## src/rtl/wis_pkg.sv

```systemverilog
package wis_pkg;

    localparam int unsigned TIME_W      = 32;
    localparam int unsigned DEPTH       = 64;
    localparam int unsigned PTR_W       = $clog2(DEPTH);
    localparam int unsigned CNT_W       = 7;
    localparam int unsigned SUM_W       = TIME_W + PTR_W;
    localparam int unsigned ACC_W       = 2 * TIME_W + PTR_W;
    localparam int unsigned QUEUE_DEPTH = 2;

    localparam logic [1:0] OP_START = 2'd0;
    localparam logic [1:0] OP_STOP  = 2'd1;
    localparam logic [1:0] OP_CLEAR = 2'd2;

    localparam logic [CNT_W-1:0] WINDOW_RESET = CNT_W'(DEPTH);

    typedef enum logic [1:0] {
        CMD_PERIOD,
        CMD_DURATION,
        CMD_CLEAR
    } t_cmd_op;

    typedef struct packed {
        t_cmd_op            op;
        logic [TIME_W-1:0]  sample;
    } t_cmd;

    typedef struct packed {
        logic valid;
        logic full;
    } t_queue_status;

endpackage

```

## src/rtl/wis_front.sv

```systemverilog
module wis_front (
    input  logic                        i_clk,
    input  logic                        i_rst_n,
    input  logic                        i_valid,
    input  logic [1:0]                  i_op,
    input  logic [wis_pkg::TIME_W-1:0]  i_timestamp,
    input  wis_pkg::t_queue_status      i_q_status,
    output logic                        o_stall,
    output logic                        o_q_push,
    output wis_pkg::t_cmd               o_q_cmd
);

    logic [wis_pkg::TIME_W-1:0] r_last_start;
    logic [wis_pkg::TIME_W-1:0] n_last_start;
    logic                       w_accept;

    assign o_stall  = i_q_status.full;
    assign w_accept = i_valid && !i_q_status.full;

    always_comb begin
        n_last_start   = r_last_start;
        o_q_push       = 1'b0;
        o_q_cmd.op     = wis_pkg::CMD_CLEAR;
        o_q_cmd.sample = i_timestamp - r_last_start;
        case (i_op)
            wis_pkg::OP_START: begin
                o_q_cmd.op   = wis_pkg::CMD_PERIOD;
                o_q_push     = w_accept;
                n_last_start = w_accept ? i_timestamp : r_last_start;
            end
            wis_pkg::OP_STOP: begin
                o_q_cmd.op = wis_pkg::CMD_DURATION;
                o_q_push   = w_accept;
            end
            wis_pkg::OP_CLEAR: begin
                o_q_cmd.op = wis_pkg::CMD_CLEAR;
                o_q_push   = w_accept;
            end
            default: begin
                // The unused code is taken and dropped.
                o_q_push = 1'b0;
            end
        endcase
    end

    always_ff @(posedge i_clk) begin
        if (!i_rst_n) begin
            r_last_start <= '0;
        end else begin
            r_last_start <= n_last_start;
        end
    end

endmodule

```

## config.mk

```make
export PLATFORM = sky130hd
export DESIGN_NAME = wis_front
export DESIGN_NICKNAME = d
export VERILOG_FILES = /design/src/rtl/wis_pkg.sv /design/src/rtl/wis_front.sv
export SDC_FILE = /design/constraint.sdc
export NUM_CORES = 1
export LEC_CHECK = 0
export CORE_ASPECT_RATIO = 0.5
export CORE_MARGIN = 2
export CORE_UTILIZATION = 40
export DETAILED_ROUTE_END_ITERATION = 6
export DONT_BUFFER_PORTS = 1
export HOLD_SLACK_MARGIN = 0.03
export PLACE_DENSITY_LB_ADDON = 0.12
export SYNTH_ARGS = -nofsm -noshare
export SYNTH_HDL_FRONTEND = slang
export SYNTH_SLANG_ARGS = --single-unit
```

## constraint.sdc

```tcl
create_clock -name i_clk -period 9.8 [get_ports i_clk]
set_input_delay 2.94 -clock i_clk [delete_from_list [all_inputs] [get_ports i_clk]]
set_output_delay 2.94 -clock i_clk [all_outputs]
set_load 0.01 [all_outputs]
```

==> results.toml, run 1 <==
[clocking]
clock_sinks = 32
clockBufferDepth = 2
cts_root_buf = "clkbuf_16"
h-tree-depth = 2
clk_latency_ns = 0.28
cts_buffers = 5
path_clk_slew_ns = 0.05
cts_tree = "built"
cts_setup_buffers = 0
cts_resized = 0
cts_hold_buf = 0

[critical_path]
startpoint_type = "input port"
path_max_fanout = 3
setup.worst_path.end_class = "output pin"
critPathKind = "in -> out"
cp.arrival_ns = 5.38
worst-r2r-cell-count = 2
required_ns = 6.86

[drt]
drt_iter0_markers = 131
routed-via-count = 2794
ant_nets = 0
wl_per_cell_um = 14.6
drc = 0
drt-vias-per-instance = 5.32
routed_wl_um = 7660
drtPass1Iterations = 4

[run]
maxCapViolCount = 0

[final_layout]
diodes = 0
largest_reg_flops = 32
top_regs = "r_last_start x32"
regMostFlops = "r_last_start"
nets = 487
layout_common_cells = "nand2_1 (82), inv_1 (42), a21boi_1 (32), dfxtp_1 (32)"
drive_gt1_share_pct = 3.84
final_common_cell = "nand2_1"
syn2layout_area_growth_pct = 6.96

[sta]
worst_slew_pin_slew_ns = 0.614
fmax_mhz = 120
rsz0062_at_grt = "no"
setup_tns_ns = 0
finalCriticalPeriod_ns = 8.32
max_slew_margin_pct = 59.0
fin_crit_sh_pct = 84.9
hold_violations = 0
drv_slew = 0
finClkSkew_ns = 0
setup_violations = 0

[global_route]
first_global_vias = 2736
grt_max_degree = 33
grt_overflow = 0
grt_pass1_wl_um = 13000
grt_antenna_before_repair = 0
grt_usage_pct = 19.2

[floorplan]
io_pins = 75
rows = 22
chipHeight_um = 66.5
core_area_mm2 = 0.00746
die_area_mm2 = 0.00858
initial_utilization_pct = 41.9
die_width_um = 129

[yosys]
yosysWarningCount = 0
synth_nets = 499
synth_edf_count = 0
avgSynthCellArea_um2 = 7.31
async_flop_share_pct = 0
ys_seq_area_share_pct = 20.5
syn_area_mm2 = 0.00313
synthFlopType = "dfxtp_1"
ys_types = 52
synth-seq-cells = 32
syn_inst = 428

[placed_design]
gp_congestion = 0.855
dp_hpwl_um = 5890
port_buffers = 0

[power_and_ir_drop]
ir_worst_vdd_v = 0.0000500
p_per_area_mw_per_mm2 = 125
leakage_nw = 1.24
finalPower_w = 0.000417

[hold_path]
whs_path_depth = 2
hp-class = "reg -> reg"

[run_status]
outcome = "finished clean"
==> per-layer routing <==
metal	up-vias	track usage (%)	routed length [um]	part of all wire, %
li1	1458	-	-	-
met1	1265	26.0	3920	51
met2	61	29.3	3000	39
met3	10	6.02	639	8.3
met4	0	5.57	104	1.4
met5	-	0	0	0
==> cell families (layout without fill, tap and decap cells) <==
family	after synthesis	in the layout	synth area share [%]
and+or+nand+nor	131	131	18.2
adders and majority gates	32	32	13.0
xor gates and xnor gates	28	28	7.84
AOI/OAI and AO/OA	142	142	32.7
buffers and inverters	63	52	7.72
DFF	32	32	20.5
==> worst max-delay path: stages <==
cell and delay [ns]:
inv_1 0.02, ha_1 0.21, fa_1 0.41, nor2b_1 0.20, o2111ai_1 0.19, a21oi_1 0.29, a2111oi_2 0.17, o31ai_1 0.48
o21ai_1 0.16, xnor2_1 0.30
==> where the power goes <==
group / internal [W] / total [W] / switching, W / leakage [nW]
clock: 0.000101 / 0.000160 / 0.0000587 / 0.0712
sequential: 0.000133 / 0.000134 / 0.00000130 / 0.259
combinational: 0.0000466 / 0.000123 / 0.0000763 / 0.908
total: 0.000281 / 0.000417 / 0.000136 / 1.24
==> synthesized netlist by cell type, drive strengths merged (2+ instances only) <==
cell type  number  area (um2)
o211ai          3        36.3
nand2          82         308
a21oi          32         164
xor2           10        87.6
a31oi           6        37.5
o21bai          3        22.5
a2111oi         2        30.0
a21boi         34         255
nor2           13        48.8
a21o           19         143
nor2b           3        18.8
xnor2          18         158
o21a            4        30.0
and3            2        12.5
a211o           3        26.3
o31ai           3        41.3
nand3           6        30.0
clkbuf         19        71.3
o2111ai         3        26.3
buf             2        12.5
ha             31         388
dfxtp          32         641
o21ai          16        80.1
nor3            5        25.0
and2            2        12.5
nand4           7        43.8
a211oi          2        15.0
inv            42         158
nand2b          8        50.1
==> layout make-up <==
class                           count  area, um2
Sequential cell                    32        641
Inverter                           42        158
Fill cell                         768       4120
Timing Repair Buffer                2       15.0
Clock buffer                        8        146
Multi-Input combinational cell    333       2250
Tap cell                          108        135
==> final timing paths <==
check | from | endpoint | slack, ns
hold / removal | r_last_start[29]$_SDFFE_PN0P_ | r_last_start[29]$_SDFFE_PN0P_ | 0.45
setup / recovery | i_timestamp[0] | o_q_cmd[28] | 1.48
hold reg to reg | r_last_start[29]$_SDFFE_PN0P_ | r_last_start[29]$_SDFFE_PN0P_ | 0.45
setup reg to reg | r_last_start[1]$_SDFFE_PN0P_ | r_last_start[1]$_SDFFE_PN0P_ | 9.13
==> stage by stage <==
step                      hold slack, ns  std cells  setup slack, ns  cell area (um2)  util, %
after CTS                          0.452        525             1.48             3340     44.8
after global placement             0.440        517             1.55             3200     42.9
after detailed placement           0.445        517             1.50             3200     42.9
after global routing               0.471        525             1.28             3340     44.8
final                              0.450        525             1.48             3340     44.8
after floorplan                    0.435        428             1.96             3130        -
(Power assumes the default switching activity.)
==> inputs of run 2 (changes only) <==
Clock period 9.8 ns to 7.15 ns, I/O delays scaled along.
==> run 2 against run 1 <==
Against the previous run:
- first-iteration DRC count shrank 8.4%
- final cell count is the same
- wire length grew 1.3%
- non-clock buffer count did not move
- largest cell class unchanged
==> results.toml, run 2 (synthesis gave the netlist of run 1 again) <==
[sta]
drv_slew = 0
finalCriticalPeriod_ns = 6.72
setup_violations = 0
rsz0062_at_grt = "no"
fmax_mhz = 149
worst_slew_pin_slew_ns = 0.617
fin_crit_sh_pct = 94.0
setup_tns_ns = 0
max_slew_margin_pct = 58.8
hold_violations = 0
finClkSkew_ns = 0

[critical_path]
cpMaxStageDelayCell = "o31ai_1"
cp_num_buf_inv = 1
critPathKind = "in -> out"
path_max_fanout = 3
setup.worst_path.end_class = "output pin"
r2r-start = "r_last_start[1]$_SDFFE_PN0P_"
worst-r2r-cell-count = 2
rr_endpoint = "r_last_start[1]$_SDFFE_PN0P_"
cp.arrival_ns = 4.58
cp_top_family = "compound AO/OA/AOI/OAI gates"
required_ns = 5.01
cpPeakStageDelay_ns = 0.47
startpoint_type = "input port"
rrSetupSlack_ns = 6.50
worstPathCellList = "inv_1 > ha_1 > fa_1 > nor2b_1 > o2111ai_1 > a21oi_1 > a2111oi_2 > o31ai_1 > o21ai_1 > xnor2_1"

[drt]
drc = 0
wl_per_cell_um = 14.8
drt-vias-per-instance = 5.44
drtPass1Iterations = 5
routed-via-count = 2857
ant_nets = 0
routed_wl_um = 7760
drt_iter0_markers = 120

[floorplan]
chipHeight_um = 66.5
core_area_mm2 = 0.00746
die_width_um = 129
io_pins = 75
initial_utilization_pct = 41.9
die_area_mm2 = 0.00858
rows = 22

[clocking]
h-tree-depth = 2
clock_sinks = 32
clockBufferDepth = 2
clk_latency_ns = 0.28
cts_resized = 0
cts_root_buf = "clkbuf_16"
path_clk_slew_ns = 0.05
cts_buffers = 5
cts_tree = "built"
cts_setup_buffers = 0
cts_hold_buf = 0

[global_route]
grt_pass1_wl_um = 12900
first_global_vias = 2699
grt_max_degree = 33
grt_usage_pct = 19.1
grt_overflow = 0
grt_antenna_before_repair = 0

[hold_path]
hold_path_end = "r_last_start[23]$_SDFFE_PN0P_"
hp-class = "reg -> reg"
hp-start = "r_last_start[23]$_SDFFE_PN0P_"
whs_path_depth = 2

[power_and_ir_drop]
leakage_nw = 1.24
p_per_area_mw_per_mm2 = 171
ir_worst_vdd_v = 0.0000720

[placed_design]
port_buffers = 0
dp_hpwl_um = 5910
place_inst = 517
gp_congestion = 0.863
place_area_mm2 = 0.00320

[final_layout]
drive_gt1_share_pct = 3.84
syn2layout_area_growth_pct = 6.96
regMostFlops = "r_last_start"
fillCellCount = 790
nets = 487
largest_reg_flops = 32
layout_common_cells = "nand2_1 (82), inv_1 (42), a21boi_1 (32), dfxtp_1 (32)"
finalInstanceArea_mm2 = 0.00334
final_core_util_pct = 44.8
final_cells = 525
top_regs = "r_last_start x32"
diodes = 0
final_common_cell = "nand2_1"

[run_status]
outcome = "finished clean"

[run]
maxCapViolCount = 0
==> run 2: cell counts in the layout (fill, tap and decap cells not counted) <==
Identical to the previous run, type by type.
==> run 2: layout make-up <==
cell class | instances | area [um2] | share of cell area [%]
Timing Repair Buffer | 2 | 15.0 | 0.449
Clock buffer | 8 | 146 | 4.38
Inverter | 42 | 158 | 4.71
Tap cell | 108 | 135 | 4.04
Sequential cell | 32 | 641 | 19.2
Multi-Input combinational cell | 333 | 2250 | 67.3
==> run 2: per-stage QoR <==
stage / worst slack [ns] / hold slack, ns / total power, W
final: 0.430 / 0.451 / 0.000572
after global routing: 0.222 / 0.466 / 0.000609
after CTS: 0.442 / 0.453 / 0.000579
after detailed placement: 0.458 / 0.445 / 0.000357
after global placement: 0.500 / 0.440 / 0.000354
after floorplan: 0.903 / 0.435 / 0.000329
==> run 2: per-layer routing <==
metal  part of all wire [%]  vias up  global-route usage (%)
met3                    7.1        9                    6.02
met1                     51     1321                    26.0
met4                    1.1        0                    4.48
met5                      0        -                       0
li1                       -     1456                       -
met2                     40       71                    29.5
==> run 2: report_power, final <==
part           switching (W)  total (W)  internal, W
clock network      0.0000792   0.000218     0.000139
registers         0.00000179   0.000184     0.000182
logic               0.000105   0.000170    0.0000641
total               0.000186   0.000572     0.000385
==> run 2: worst max-delay path by stage <==
stage                   start     endpoint  slack [ns]  cells past startpoint
2_1_floorplan  i_timestamp[4]  o_q_cmd[29]        0.90                      8
3_3_place_gp   i_timestamp[0]  o_q_cmd[28]        0.50                     10
3_5_place_dp   i_timestamp[0]  o_q_cmd[28]        0.46                     10
4_1_cts        i_timestamp[0]  o_q_cmd[28]        0.44                     10
5_1_grt        i_timestamp[0]  o_q_cmd[28]        0.22                     10
6_report       i_timestamp[0]  o_q_cmd[28]        0.43                     10
==> run 2: worst reg2reg max path, stage by stage, from the launching register on <==
cell      delay (ns)
dfxtp_1         0.37
nand2_1         0.06
a21boi_1        0.14
