===== src/rtl/wis_pkg.sv =====
package wis_pkg;

    localparam int unsigned TIME_W      = 32;
    localparam int unsigned DEPTH       = 64;
    localparam int unsigned PTR_W       = $clog2(DEPTH);
    localparam int unsigned CNT_W       = 7;
    localparam int unsigned SUM_W       = TIME_W + PTR_W;
    localparam int unsigned ACC_W       = 2 * TIME_W + PTR_W;
    localparam int unsigned QUEUE_DEPTH = 2;

    localparam logic [1:0] OP_START = 2'd0;
    localparam logic [1:0] OP_STOP  = 2'd1;
    localparam logic [1:0] OP_CLEAR = 2'd2;

    localparam logic [CNT_W-1:0] WINDOW_RESET = CNT_W'(DEPTH);

    typedef enum logic [1:0] {
        CMD_PERIOD,
        CMD_DURATION,
        CMD_CLEAR
    } t_cmd_op;

    typedef struct packed {
        t_cmd_op            op;
        logic [TIME_W-1:0]  sample;
    } t_cmd;

    typedef struct packed {
        logic valid;
        logic full;
    } t_queue_status;

endpackage


===== src/rtl/wis_queue.sv =====
module wis_queue (
    input  logic                    i_clk,
    input  logic                    i_rst_n,
    input  logic                    i_push,
    input  wis_pkg::t_cmd           i_cmd,
    input  logic                    i_pop,
    output wis_pkg::t_cmd           o_cmd,
    output wis_pkg::t_queue_status  o_status
);

    localparam int unsigned QP_W = $clog2(wis_pkg::QUEUE_DEPTH);
    localparam int unsigned QC_W = $clog2(wis_pkg::QUEUE_DEPTH + 1);

    wis_pkg::t_cmd   r_mem [wis_pkg::QUEUE_DEPTH];
    logic [QP_W-1:0] r_wr;
    logic [QP_W-1:0] r_rd;
    logic [QC_W-1:0] r_cnt;
    logic            w_push;
    logic            w_pop;

    assign o_status.valid = (r_cnt != '0);
    assign o_status.full  = (r_cnt == QC_W'(wis_pkg::QUEUE_DEPTH));
    assign o_cmd          = r_mem[r_rd];
    assign w_push         = i_push && !o_status.full;
    assign w_pop          = i_pop && o_status.valid;

    always_ff @(posedge i_clk) begin
        if (w_push) begin
            r_mem[r_wr] <= i_cmd;
        end
    end

    always_ff @(posedge i_clk) begin
        if (!i_rst_n) begin
            r_wr  <= '0;
            r_rd  <= '0;
            r_cnt <= '0;
        end else begin
            if (w_push) begin
                r_wr <= (r_wr == QP_W'(wis_pkg::QUEUE_DEPTH - 1)) ? '0 : r_wr + 1'b1;
            end
            if (w_pop) begin
                r_rd <= (r_rd == QP_W'(wis_pkg::QUEUE_DEPTH - 1)) ? '0 : r_rd + 1'b1;
            end
            if (w_push && !w_pop) begin
                r_cnt <= r_cnt + 1'b1;
            end else if (w_pop && !w_push) begin
                r_cnt <= r_cnt - 1'b1;
            end
        end
    end

endmodule


===== config.mk =====
export PLATFORM = sky130hd
export DESIGN_NAME = wis_queue
export DESIGN_NICKNAME = d
export VERILOG_FILES = /design/src/rtl/wis_pkg.sv /design/src/rtl/wis_queue.sv
export SDC_FILE = /design/constraint.sdc
export NUM_CORES = 1
export LEC_CHECK = 0
export ABC_AREA = 1
export BUFFER_PORTS_ARGS = -buffer_cell sky130_fd_sc_hd__buf_2
export CORE_ASPECT_RATIO = 0.9
export CORE_MARGIN = 4
export CORE_UTILIZATION = 52
export CTS_CLUSTER_DIAMETER = 60
export DETAILED_ROUTE_END_ITERATION = 7
export PLACE_DENSITY = 0.78
export SLEW_MARGIN = 15
export SYNTH_ARGS = -nofsm -noshare
export SYNTH_HDL_FRONTEND = slang
export SYNTH_SLANG_ARGS = --single-unit

===== constraint.sdc =====
create_clock -name i_clk -period 2.8 [get_ports i_clk]
set_clock_uncertainty 0.1 [all_clocks]
set_input_delay 0.14 -clock i_clk [delete_from_list [all_inputs] [get_ports i_clk]]
set_output_delay 0.14 -clock i_clk [all_outputs]
set_load 0.005 [all_outputs]

==> key figures, run 1 <==
STA
  • Worst-case setup margin in the final layout: 0.825 ns
  • Share of the clock period used by the worst path after layout: 70.5%
  • Setup repair after global routing missed its margin: false
  • Number of pins with negative max-slew slack in the final report: 0
  • Max Fclk: 0.506 GHz
  • Actual slew at the worst max-slew pin: 0.510 ns
  • Count of endpoints failing hold in the final timing report: 0
  • Final min period: 1.97 ns
  • Tightest slew margin relative to the limit: 66.0%
  • Setup_tns: 0 ns
  • Count of endpoints failing setup in the final report: 0

Layout
  • Number of nets in the layout: 300
  • Fraction of final layout cells sized beyond drive strength 1: 47.4%
  • Count of inserted antenna diode cells: 0
  • Post-route standard cell area excluding fillers: 3790 sq um
  • Synth-to-Final Area Change: 32.7%
  • Core Util, Final: 71.6%

Setup path
  • Setup Crit Path Kind: flop to output port
  • Arrival time worst endpoint: 1.73 ns
  • Sort of element at the start of the critical path: flop
  • Critical path cell sequence: buf_12 > mux2_2 > buf_2
  • Total number of cells along the worst setup path: 3
  • Critical Path Slowest Stage Cell: sky130_fd_sc_hd__dfxtp_2
  • Critical path buffer and inverter count: 2
  • Sort of element at the end of the critical path: output port
  • CP max stage delay: 0.65 ns
  • Category of cells accounting for the largest share of critical-path delay: flip-flops
  • Highest fanout seen on the critical path: 20
  • R2R depth: 4
  • Data required time of the worst path: 2.56 ns

Floorplan
  • Row cnt: 25
  • Initial Util: 54.0%
  • Top-level port count: 74
  • Core ar.: 5290 sq um
  • Die Outline Area: 6740 sq um
  • Die Ht: 78.3 microns
  • Chip Width: 86.1 microns

Synthesis
  • Number of synthesis warnings: 0
  • Sequential-to-total area share from yosys stat: 75.1%
  • Post-synth net total: 182
  • Per-instance average area after synthesis: 20.0 sq um
  • Yosys top cell by area: sky130_fd_sc_hd__edfxtp_1
  • Synthesized netlist cell count: 143
  • Fraction of synthesized cell area taken by the top area cell type: 71.5%
  • Cell types with the largest area share after synthesis: sky130_fd_sc_hd__edfxtp_1, sky130_fd_sc_hd__mux2_4, sky130_fd_sc_hd__dfxtp_1
  • Number of library cell types mapped by synthesis: 16
  • Cell Area, Synth: 2850 sq um
  • Register bit count reported by yosys: 73

Place
  • Worst setup slack after placement: 1.09 ns
  • # port buffers: 73
  • Placement Cell Area: 3280 sq um
  • GPL Wtd Cong: 0.771
  • Detailed placement HPWL: 3200 microns

Global route
  • Wire length of the first global-routing pass: 7660 microns
  • Largest net degree at the start of global routing: 23
  • Vias in the first global route: 1642
  • Tot GR Track Use: 15.4%
  • Initial antenna violation count: 0
  • Overflow left after global routing: 0

Worst hold path
  • Hold crit path type: primary input to flop
  • Hold depth: 4

Pwr
  • Net switching share of the total power: 25.9%
  • Switch Pwr: 0.742 mW
  • Pint: 2.12 mW
  • Flop pwr share: 51.1%
  • Clock group share of total power: 22.4%
  • Combinational group share of total power: 26.5%
  • Leakage: 1.53 nW
  • PwrDens: 756 nW/um^2
  • Worst-case vdd ir drop: 0.462 mV

Drt
  • Via count: 1575
  • Routed len/inst: 14.4 microns
  • Number of routed nets with antenna violations: 0
  • DRC: 0
  • Router iterations before antenna repair: 4
  • Initial detailed-routing violation count: 97
  • Total detailed-routing wirelength: 4800 microns
  • Ratio of routed vias to standard cells: 4.73

CTS
  • Post-CTS Resized: 0
  • TritonCTS clock tree: done
  • CTS H-Tree Depth: 3
  • Clock-pin transition on the worst setup and hold timing paths: 0.07 ns
  • Number of buffers created by CTS: 9
  • Max clock buf depth: 2
  • # clock sinks: 73
  • Clock latency on the worst-skew pair: 0.33 ns
  • Clk Tree Root Cell: sky130_fd_sc_hd__clkbuf_8

Run status
  • Result of the run: finished clean

Flow run
  • Number of violations of the max-capacitance limit: 0
flip-flops by register name, indices dropped and copies added, names as in the netlist, named ones only:
| signal | flops |
|---|---|
| r_mem | 68 |
| r_rd | 1 |
| r_cnt | 2 |
| r_wr | 1 |
area by class of cell:
class / instances / area (sq um)
fillers: 341 / 1500
repair buffers: 111 / 751
clock buffers: 11 / 131
well taps: 67 / 83.8
inverters: 8 / 30.0
multi-input cells: 58 / 626
clock inverters: 5 / 22.5
flip-flops and latches: 73 / 2140
per-layer routing:
metal | vias up | routed length [microns] | global-route usage [%]
li1 | 771 | - | -
met1 | 748 | 1950 | 18.4
met2 | 46 | 2490 | 25.4
met3 | 10 | 263 | 3.99
met4 | 0 | 103 | 8.54
met5 | - | 0 | 0
layout by cell type (no fill, tap or decap), drive strengths merged:
cell         count
o21a             1
edfxtp          68
dfxtp            5
inv              8
nand2            7
mux2            34
ha               1
nor2             9
nand3            1
clkbuf          11
buf             76
dlygate4sd3     35
clkinv           5
o21ai            3
nand4            1
a21oi            1
tightest hold or removal path: cells and delay by family:
kind / cells / cell delay [ns]
and+or+nand+nor: 2 / 0.15
AOI/OAI and AO/OA: 1 / 0.15
buffers and inverters: 1 / 0.08
cells in the mapped netlist (all sizes together):
master	number
nor2	9
o21ai	3
nand3	1
dfxtp	5
nand4	1
edfxtp	68
mux2	34
buf	4
ha	1
inv	8
o21a	1
a21oi	1
nand2	7
path summary, 6_finish.rpt:
| check | from | endpoint | slack [ns] |
|---|---|---|---|
| min | i_pop | r_rd | 0.13 |
| max | flop | o_cmd[18] | 0.83 |
| min reg2reg | r_rd | r_rd | 0.42 |
| max reg2reg | r_cnt[1] | r_mem[0][16] | 1.08 |
stage by stage:
stage	std cells	power (mW)	hold slack, ns
after floorplan	143	1.98	0.139
final	333	2.86	0.133
after global placement	282	2.20	0.228
after global routing	333	3.02	0.159
after CTS	333	2.90	0.130
after detailed placement	282	2.22	0.232
logic make-up after synthesis:
group,synth area share (%)
muxes,17.4
buffers and inverters,3.55
and+or+nand+nor,2.50
adders and majority gates,0.438
AOI/OAI and AO/OA,1.10
DFF,75.1
timing repair:
item,in CTS,in global routing
endpoints found under the hold margin,73,0
buffers inserted,0,0
hold buffers,35,0
setup endpoints to repair,0,0
power by group through the flow:
| stage | Combinational [mW] | Clock [mW] | Sequential, mW |
|---|---|---|---|
| after floorplan | 0.537 | 0 | 1.45 |
| after global placement | 0.719 | 0 | 1.48 |
| after detailed placement | 0.730 | 0 | 1.49 |
| after CTS | 0.770 | 0.665 | 1.47 |
| after global routing | 0.829 | 0.712 | 1.48 |
| final | 0.759 | 0.641 | 1.46 |
(Power assumes the default switching activity.)
==> inputs of run 2 (changes only) <==
ABC_AREA = 0   (was 1)
CORE_UTILIZATION = 51   (was 52)
PLACE_DENSITY = 0.77   (was 0.78)
clock period = 1.9 ns   (was 2.8 ns; I/O delays follow)
==> run 2 against run 1 <==
Register-to-register slack worse by 0.82 ns; routed wire length up 9.5%; via count down 0.83%; combinational power up 55%; non-clock buffer count up 2; synthesized cell count down 8.4%; clock-buffer cell count up 4; utilization up 2.3 points; sequential power up 45%; critical path depth unchanged; worst setup slack worse by 0.60 ns; critical path type unchanged; critical endpoint is now o_cmd[5].
==> key figures, run 2 <==
Synthesis
  • Cell Area, Synth: 2690 sq um (-5.8%)
  • Synthesized netlist cell count: 131 (-8.4%)
  • Register bit count reported by yosys: 73 (unchanged)
  • Number of library cell types mapped by synthesis: 22 (+6)
  • Post-synth net total: 170 (-6.6%)
  • Number of enable-type register cells in the synthesized netlist: 68 (unchanged)
  • Sequential-to-total area share from yosys stat: 79.7% (+4.6 points)
  • Number of synthesis warnings: 0 (unchanged)
  • Post-synth ARST share: 0% (unchanged)
  • Most frequent cells after synthesis: sky130_fd_sc_hd__edfxtp_1, sky130_fd_sc_hd__mux2_2, sky130_fd_sc_hd__dfxtp_1
  • Fraction of synthesized cell area taken by the top area cell type: 75.9% (+4.4 points)
  • Cell types with the largest area share after synthesis: sky130_fd_sc_hd__edfxtp_1, sky130_fd_sc_hd__mux2_2, sky130_fd_sc_hd__dfxtp_1
  • Yosys top cell by area: sky130_fd_sc_hd__edfxtp_1
  • Per-instance average area after synthesis: 20.5 sq um (+2.8%)
  • Most common cell in the netlist: sky130_fd_sc_hd__edfxtp_1
  • Most used flip-flop cell after synthesis: sky130_fd_sc_hd__edfxtp_1

Drt
  • Via count: 1562 (-0.83%)
  • Routed len/inst: 16.4 microns (+14%)
  • Number of routed nets with antenna violations: 0 (unchanged)
  • Total detailed-routing wirelength: 5260 microns (+9.5%)
  • DRC: 0 (unchanged)
  • Router iterations before antenna repair: 4 (unchanged)
  • Ratio of routed vias to standard cells: 4.87 (+2.9%)
  • Initial detailed-routing violation count: 65 (-33%)

STA
  • Share of the clock period used by the worst path after layout: 88.2%
  • Max Fclk: 0.597 GHz
  • Final min period: 1.68 ns
  • Count of endpoints failing hold in the final timing report: 0 (unchanged)
  • Post-route worst hold slack: 0.0215 ns (-0.111 ns)
  • Setup_tns: 0 ns (unchanged)
  • Tightest slew margin relative to the limit: 81.5% (+16 points)
  • Count of endpoints failing setup in the final report: 0 (unchanged)
  • Actual slew at the worst max-slew pin: 0.277 ns (-0.233 ns)
  • Setup repair after global routing missed its margin: false
  • Number of pins with negative max-slew slack in the final report: 0 (unchanged)

Floorplan
  • Core ar.: 4980 sq um (-5.7%)
  • Chip Width: 84.5 microns (-1.8%)
  • Initial Util: 53.9% (about the same)
  • Top-level port count: 74 (unchanged)
  • Die Outline Area: 6500 sq um (-3.6%)
  • Row cnt: 24 (-4.0%)
  • Die Ht: 76.9 microns (-1.8%)

Layout
  • Biggest regs: r_mem: 68 flops, r_cnt: 2 flops
  • Number of nets in the layout: 290 (-3.3%)
  • Most used cells in the layout excluding fill and tap cells: sky130_fd_sc_hd__buf_2, sky130_fd_sc_hd__edfxtp_1, sky130_fd_sc_hd__dlygate4sd3_1, sky130_fd_sc_hd__mux2_2, sky130_fd_sc_hd__clkbuf_8
  • Fraction of final layout cells sized beyond drive strength 1: 50.0% (+2.6 points)
  • Number of flip-flops in the largest register: 68 (unchanged)
  • Top register by number of flip-flops: r_mem
  • Count of inserted antenna diode cells: 0 (unchanged)
  • Final-layout fill cell count: 315 (-7.6%)
  • Non-Filler Instances: 321 (-3.6%)
  • Synth-to-Final Area Change: 37.1%
  • Most common cell after layout, fill and taps aside: sky130_fd_sc_hd__buf_2
  • Core Util, Final: 74.0% (+2.3 points)

Worst hold path
  • Min-Delay Startpoint: i_push
  • Hold depth: 3 (-1)
  • Hold crit path type: primary input to flop
  • Hold Path End: r_wr

Setup path
  • Critical path cell sequence: buf_4 > mux2_2 > buf_2
  • R2R depth: 6 (+2)
  • Worst r2r dst: r_cnt[1]
  • Minimum setup slack among reg-to-reg paths: 0.26 ns (-0.82 ns)
  • Worst reg2reg path startpoint: r_cnt[1]
  • Sort of element at the start of the critical path: flop
  • Critical Path Slowest Stage Cell: sky130_fd_sc_hd__mux2_2
  • Highest fanout seen on the critical path: 22 (+10%)
  • Data required time of the worst path: 1.70 ns (-0.86 ns)
  • CP max stage delay: 0.39 ns (-0.26 ns)
  • Setup Crit Path Kind: flop to output port
  • Sort of element at the end of the critical path: output port
  • Arrival time worst endpoint: 1.48 ns (-0.25 ns)

Place
  • GPL Wtd Cong: 0.783 (+1.6%)
  • # port buffers: 73 (unchanged)
  • Detailed placement HPWL: 3350 microns (+4.8%)
  • Post-placement cell count: 270 (-4.3%)

Global route
  • Initial antenna violation count: 0 (unchanged)
  • Tot GR Track Use: 16.5% (+1.0 points)
  • Vias in the first global route: 1696 (+3.3%)
  • Wire length of the first global-routing pass: 8050 microns (+5.0%)
  • Largest net degree at the start of global routing: 35 (+52%)
  • Overflow left after global routing: 0 (unchanged)

Pwr
  • Worst-case vdd ir drop: 0.739 mV (+60%)
  • PwrDens: 1160 nW/um^2 (+54%)
  • Leakage: 1.41 nW (-7.7%)

CTS
  • Max clock buf depth: 2 (unchanged)
  • Clock-pin transition on the worst setup and hold timing paths: 0.06 ns (about the same)
  • Number of buffers created by CTS: 9 (unchanged)
  • # clock sinks: 73 (unchanged)
  • Clock latency on the worst-skew pair: 0.34 ns (about the same)
  • TritonCTS clock tree: done
  • Post-CTS Resized: 0 (unchanged)
  • Clk Tree Root Cell: sky130_fd_sc_hd__clkbuf_8
  • CTS H-Tree Depth: 3 (unchanged)

Run status
  • Result of the run: finished clean

Flow run
  • Number of violations of the max-capacitance limit: 0 (unchanged)
run 2: cell count changes after synthesis, moves of 7 or more:
cell                      delta
sky130_fd_sc_hd__nand2_1     -7
sky130_fd_sc_hd__inv_1       -7
sky130_fd_sc_hd__mux2_2     +30
sky130_fd_sc_hd__mux2_4     -30
sky130_fd_sc_hd__nor2_1      -8
run 2: what timing repair did:
action                    4_1_cts  5_1_grt
hold buffers                   35        0
buffers inserted                0        0
hold endpoints to repair       73        0
run 2: per-stage QoR:
stage	setup slack, ns	instance area, sq um	power [mW]
floorplan	-0.0269	2710	2.80
global placement	0.382	3180	3.19
detailed placement	0.271	3180	3.26
CTS	0.202	3690	4.33
global route	0.154	3690	4.50
finish	0.224	3690	4.30
run 2: report_power, final:
part           switching, mW  leakage [nW]  total, mW  internal [mW]
combinational          0.549         0.656       1.18          0.627
sequential            0.0821         0.677       2.11           2.03
clock                  0.501        0.0817       1.01          0.511
total                   1.13          1.41       4.30           3.16
run 2: how the worst max path moves through the flow:
stage / end / slack, ns / depth (start not counted)
floorplan: r_mem[0][0] / -0.03 / 3
global placement: r_cnt[1] / 0.38 / 6
detailed placement: r_cnt[1] / 0.27 / 6
CTS: o_cmd[5] / 0.20 / 3
global route: o_cmd[5] / 0.15 / 3
finish: o_cmd[5] / 0.22 / 3
run 2: kinds of logic after synthesis:
family          after synthesis  synth area share [%]
fa+ha+maj                     1                 0.465
mux                          34                  14.2
simple gates                  9                  2.14
compound gates                5                  1.21
buf+inv                       6                  1.30
xor+xnor                      3                 0.977
flops                        73                  79.7
run 2: critical path, delay by kind of cell (launching register included):
family | cells | cell delay, ns
DFF | 1 | 0.34
muxes | 1 | 0.39
buffers and inverters | 2 | 0.42
run 2: area by class of cell:
cell class              count  area (sq um)  area share [%]
inverters                   2          10.0           0.271
repair buffers            113           766            20.8
clock inverters             1          5.00           0.136
well taps                  65          81.3            2.21
multi-input cells          52           526            14.3
clock buffers              15           156            4.24
flip-flops and latches     73          2140            58.1
run 2: routing by layer:
| metal | routed length, microns | GRT usage [%] |
|---|---|---|
| met1 | 2110 | 18.7 |
| met2 | 2790 | 28.1 |
| met3 | 285 | 5.68 |
| met4 | 64 | 7.12 |
| met5 | 0 | 0 |
